File: config.mk
export PLATFORM = sky130hd
export DESIGN_NAME = ipd_cell
export DESIGN_NICKNAME = d
export VERILOG_FILES = /design/src/ipd_pkg.sv /design/src/ipd_cell.sv
export SDC_FILE = /design/constraint.sdc
export NUM_CORES = 1
export LEC_CHECK = 0
export BUFFER_PORTS_ARGS = -buffer_cell sky130_fd_sc_hd__buf_4
export CORE_MARGIN = 1
export CORE_UTILIZATION = 30
export CTS_CLUSTER_DIAMETER = 150
export CTS_CLUSTER_SIZE = 8
export DETAILED_ROUTE_END_ITERATION = 10
export GPL_TIMING_DRIVEN = 1
export PLACE_DENSITY = 0.56
export REMOVE_ABC_BUFFERS = 1
export SKIP_LAST_GASP = 1
export SYNTH_ARGS = -nofsm -noshare
export SYNTH_HDL_FRONTEND = slang
export SYNTH_SLANG_ARGS = --single-unit
File: constraint.sdc
create_clock -name clk -period 11.83 [get_ports clk]
set_clock_uncertainty 0.15 [all_clocks]
set_input_delay 0.5915 -clock clk [delete_from_list [all_inputs] [get_ports clk]]
set_output_delay 0.5915 -clock clk [all_outputs]
set_load 0.01 [all_outputs]
File: src/ipd_pkg.sv
// Package for the interval phase detector: sizes, types and helpers.
// Used by ipd_cell and interval_phase_detector; depends on nothing.
`default_nettype none
package ipd_pkg;
  localparam int MaxPhases = 16;
  localparam int CntW = 48;
  localparam int PhW = $clog2(MaxPhases);
  localparam int PcW = $clog2(MaxPhases + 1);

  typedef logic [31:0] sig_t [4];

  typedef enum logic [1:0] {
    ST_IDLE,
    ST_SCAN,
    ST_OUT
  } state_t;

  // a cell's compare result, carried between neighbors
  typedef struct packed {
    logic       hit;
    logic [PhW-1:0] idx;
  } scan_t;

  localparam logic [1:0] RegThresh = 2'd0;
  localparam logic [1:0] RegStable = 2'd1;

  function automatic logic [31:0] sat32(input logic [32:0] v);
    sat32 = v[32] ? 32'hFFFF_FFFF : v[31:0];
  endfunction

  function automatic logic [31:0] clip32(input logic [CntW-1:0] v);
    clip32 = (|v[CntW-1:32]) ? 32'hFFFF_FFFF : v[31:0];
  endfunction

  function automatic logic [31:0] absd(input logic [31:0] a, input logic [31:0] b);
    absd = (a > b) ? a - b : b - a;
  endfunction

  function automatic logic match(input logic [127:0] r, input logic [127:0] s,
                                 input logic [31:0] th);
    logic [33:0] d;
    d = 34'(absd(r[31:0], s[31:0])) + 34'(absd(r[63:32], s[63:32]))
      + 34'(absd(r[95:64], s[95:64])) + 34'(absd(r[127:96], s[127:96]));
    match = d <= 34'(th);
  endfunction
endpackage
`default_nettype wire

File: src/ipd_cell.sv
// One signature table cell: holds one phase signature and checks it
// against the signature that passes along the chain. Depends on ipd_pkg.
`default_nettype none
module ipd_cell import ipd_pkg::*; (
  input  wire logic clk,
  input  wire logic [PhW-1:0] my_idx,
  input  wire logic [127:0] sig_in,     // signature travelling down the chain
  input  wire logic [127:0] wdata,      // value stored on a write
  input  wire logic [31:0]  thresh,
  input  wire logic         live,       // entry is below the phase count
  input  wire logic         wr,
  input  wire scan_t        scan_in,    // first hit from earlier cells
  output scan_t             scan_out,
  output logic [127:0]      entry
);
  logic [127:0] store;
  logic m;

  always_ff @(posedge clk) begin
    if (wr) begin
      store <= wdata;
    end
  end

  // first match wins: pass an earlier hit through unchanged
  always_comb begin
    m = live && match(store, sig_in, thresh);
    scan_out = scan_in;
    if (!scan_in.hit && m) begin
      scan_out.hit = 1'b1;
      scan_out.idx = my_idx;
    end
  end

  assign entry = store;
endmodule
`default_nettype wire

# Word-level counts from Yosys, hierarchy flattened
# Cells that the tools add are included.
# op_classes
add_sub_neg,11
order_cmp,5
n_mux,5
n_reduce_logical,3
# ops
op,count
subtractor 32 bit,8
greater-than comparator 32 bit,4
2-to-1 mux 32 bit,4
adder 33 x 32 -> 34 bit,1
adder 34 x 32 -> 34 bit,1
less-or-equal comparator 34 x 32 -> 1 bit,1
adder 32 x 32 -> 33 bit,1
2-to-1 mux 5 bit,1
logical AND 1 bit,2
zero test 1 bit,1
# word_totals
reg_bits,128
inputBits,300
output_inout_bits,133

# Logic depth before layout (Yosys ltp)
# logic_depth
depth_word,9
ltp_mapped,42
depth_no_buf,40

# Least setup slack after synthesis
# Ideal clock, no wire load.
# synth_timing
path_kind,in2out
from,input port sig_in[96]
to,output port scan_out[0] (netlist bit)
t_arrival_ns,8.385
t_required_ns,11.089
path_slack_ns,2.704
stages,37
cell_sequence,ha_1 inv_1 fa_1 a21o_1 a21o_1 a221oi_1 o21ai_1 a31o_2 a211o_1 nand2_2 buf_2 buf_2 nand3b_1 o31ai_1 xnor2_1 fa_1 fa_1 ha_1 o21a_1 o21a_1 o22ai_1 o21ai_0 a221o_1 a31oi_1 o21ai_0 xnor2_1 ha_1 a21o_1 a21oi_1 nor2b_1 a2111oi_0 a21oi_1 o21ai_0 a31oi_1 a211oi_1 nand3b_1 mux2_2
# synth_rtl
element,line,text
"start, declared",ipd_cell.sv:7,"input wire logic [127:0] sig_in,"
"end, declared",ipd_cell.sv:13,"output scan_t scan_out,"

==> metrics.md <==
| Metric | Value |
|---|---|
| Fin nets | ~3700 |
| Sequential power share | about 8.6% |
| Synth cell types | 76 |
| Min-delay worst type | in -> reg |
| # setup viols final | 0 |
| Fin area | 26000 sq um |
| Crit path kind | reg -> out |
| Primary FF master, synth | edfxtp_1 |
| Cell Rows | 97 |
| Post-route ant nets | 0 |
| DIE HEIGHT | 269 microns |
| Setup_tns | 0 ns |
| Post-synth top area share | 18.6% |
| Worst path required time | around 11 ns |
| Global-route wire length before repair | 113000 microns |
| Status | finished, final reports clean |
| Most common cell after layout, fill and taps aside | buf_4 |
| Area Overhead vs Synth | 21.7% |
| Initial antenna violation count | 16 |
| Post-CTS Setup Bufs | 0 |
| Final Max Slew Viols | 0 |
| YS warnings | 0 |
| Final Hold Viols | 0 |
| Largest net degree at the start of global routing | 75 |
| Worst EP arrival | 10.26 ns |
| 1st-pass router iterations | 5 |
| WHS Path Cells | 1 |
| Power Dens Cells | ~260 nW/um^2 |
| Most frequent cells in the layout | 444 x buf_4, 408 x inv_1, 317 x ha_1, 311 x a21oi_1, 156 x o21ai_0 |
| Initial Util | 30.4% |
| IO Port Bufs | between 400 and 500 |
| Yosys reg bits | 128 |
| DR WL/cell | around 19 microns |
| Routed WL | between 70000 and 80000 microns |
| Dpl cell area | 25400 sq um |
| Critical path endpoint category | output port |
| Clock Power Share | 8.6% |
| Drc violations | 0 |
| Final Cycle Share | 93.0% |
| Cell Int Power | 0.00337 W |
| Hold path start | wdata[7] |
| Critical path's slowest cell | ha_1 |
| Mean Syn Cell Area | 8.05 sq um |
| Sequential share of the synthesized area | 18.0% |
| Comb power frac | 82.8% |
| CP startpoint kind | register |
| Crit path max fanout | 15 |
| Switch Pwr | ~0.0034 W |
| Worst-path clk slew | 0.08 ns |
| Horiz. Die Dim | roughly 270 microns |
| Peak VDD IR | 225 uV |
| Min Tclk post-route | 11.00 ns |
| Hpwl dp | 65100 microns |
| H-tree Lvls | 4 |
| P_leak | about 13 nW |
| 1st-iter DRT viols | 1138 |
| Gpl congestion | 0.926 |
| Max_slew headroom | 25.6% |
| Vias in the first global route | 19718 |
| Least-Margin Pin Slew | 1.10 ns |
| Cells after Synth | 2655 |
| GRT Overall Usage | 20.8% |
| CTS tree | done |
| Post-synth EDFFs | 128 |
| Post_cts resized | 0 |
| MaxCap Viol Count | 0 |
| Hold_buf cts | 0 |
| Overall overflow remaining after global route | 0 |
| CTS Buffer Depth | 2 |
| Async SR Flop Fraction | 0% |
| TritonCTS Buffers | 17 |
| I/O pin total | 433 |
| Layout cell share with drive strength beyond 1 | 17.2% |
| Synth area leaders | ha_1 19%, edfxtp_1 18%, a21oi_1 7.3% |
| Crit-path max cell delay | 0.57 ns |
| Max Clk Rate | about 91 MHz |
| Vias | 20022 |
| Worst Hold End | entry[7]$_DFFE_PP_ |
| Core area | 70300 sq um |
| RSZ-0062 raised after global routing | false |
| Fillers | roughly 7400 |
| Post-synth top area cell | ha_1 |
| Area of the die | just over 70000 sq um |
| Root Driver | clkbuf_16 |
| CTS sink cnt | 128 |
| Number of flip-flops in the largest register | about 130 |
| Vias/cell | approximately 5.1 |
| Switching portion of total power | 50.4% |
| Mapped cell area | 21400 sq um |
==> cell usage after synthesis (7+ instances only) <==
cell type and number:
or3_1 12, fa_1 72, nand3_1 44, a21o_1 131, and2_1 17, buf_2 27, nor2_1 149, o31ai_1 23
nor3_1 28, a31oi_1 20, mux2_2 15, a2111oi_0 8, a211oi_1 35, nand2_1 119, mux2i_1 40, nand4_1 56
inv_1 408, a21oi_1 313, clkbuf_1 71, ha_1 317, a221oi_1 13, a21boi_0 7, o21bai_1 54, and3_1 13
o21ai_0 156, edfxtp_1 128, xor2_1 51, o211ai_1 18, xnor2_1 93, nand2b_1 27, buf_6 9, o21a_1 25
nor4_1 11, nor2b_1 31
==> per-layer routing <==
metal,up-vias,GRT usage [%],part of all wire (%)
li1,10006,-,-
met1,9391,25.8,44
met2,510,35.6,49
met3,87,4.47,5.4
met4,28,6.30,2.1
met5,-,0,0.26
==> worst max-delay path, delay by kind of cell (launching register included) <==
kind | cells | cell delay (ns)
buffers and inverters | 3 | 0.45
DFF | 1 | 0.45
xor gates and xnor gates | 2 | 0.59
adders and majority gates | 5 | 2.17
and+or+nand+nor | 12 | 2.63
muxes | 2 | 0.67
AOI/OAI and AO/OA | 11 | 2.80
==> kinds of logic after synthesis <==
| family | after synthesis | share of synthesized area [%] |
|---|---|---|
| compound gates | 877 | 25.9 |
| simple gates | 542 | 12.6 |
| buf+inv | 520 | 9.65 |
| fa+ha+maj | 389 | 25.3 |
| xor+xnor | 144 | 5.90 |
| flops | 128 | 18.0 |
| mux | 55 | 2.66 |
==> worst max path at each step <==
stage,endpoint,start,slack (ns)
2_1_floorplan,scan_out[0],sig_in[26],1.31
3_3_place_gp,scan_out[1],sig_in[32],1.15
3_5_place_dp,scan_out[1],sig_in[32],1.02
4_1_cts,scan_out[1],entry[32]$_DFFE_PP_,0.60
5_1_grt,scan_out[0],entry[96]$_DFFE_PP_,0.003
6_report,scan_out[2],entry[53]$_DFFE_PP_,0.83
==> cell type report <==
cell class	instances	area, sq um	share of cell area [%]
multi-input cells	2007	15500	59.6
flip-flops and latches	128	3840	14.8
inverters	408	1530	5.89
well taps	940	1180	4.52
clock buffers	17	425	1.64
repair buffers	445	3340	12.9
clock inverters	15	185	0.712
diodes	2	5.00	0.0193
==> metrics by stage <==
stage               instances  setup slack (ns)  power (W)  utilization (%)  hold slack (ns)
floorplan                2543              1.31    0.00483                -            0.540
global placement         3928              1.15    0.00617             36.1            0.620
detailed placement       3928              1.02    0.00620             36.1            0.621
CTS                      3960             0.603    0.00683             37.0           0.0480
global route             3962           0.00267    0.00762             37.0           0.0755
finish                   3962             0.831    0.00679             37.0            0.117
==> power by group through the flow <==
stage	logic [W]	clock network [W]	registers (W)
2_1_floorplan	0.00424	0	0.000593
3_3_place_gp	0.00558	0	0.000593
3_5_place_dp	0.00560	0	0.000594
4_1_cts	0.00563	0.000618	0.000584
5_1_grt	0.00641	0.000624	0.000588
6_report	0.00562	0.000585	0.000582
(Power assumes the default switching activity.)
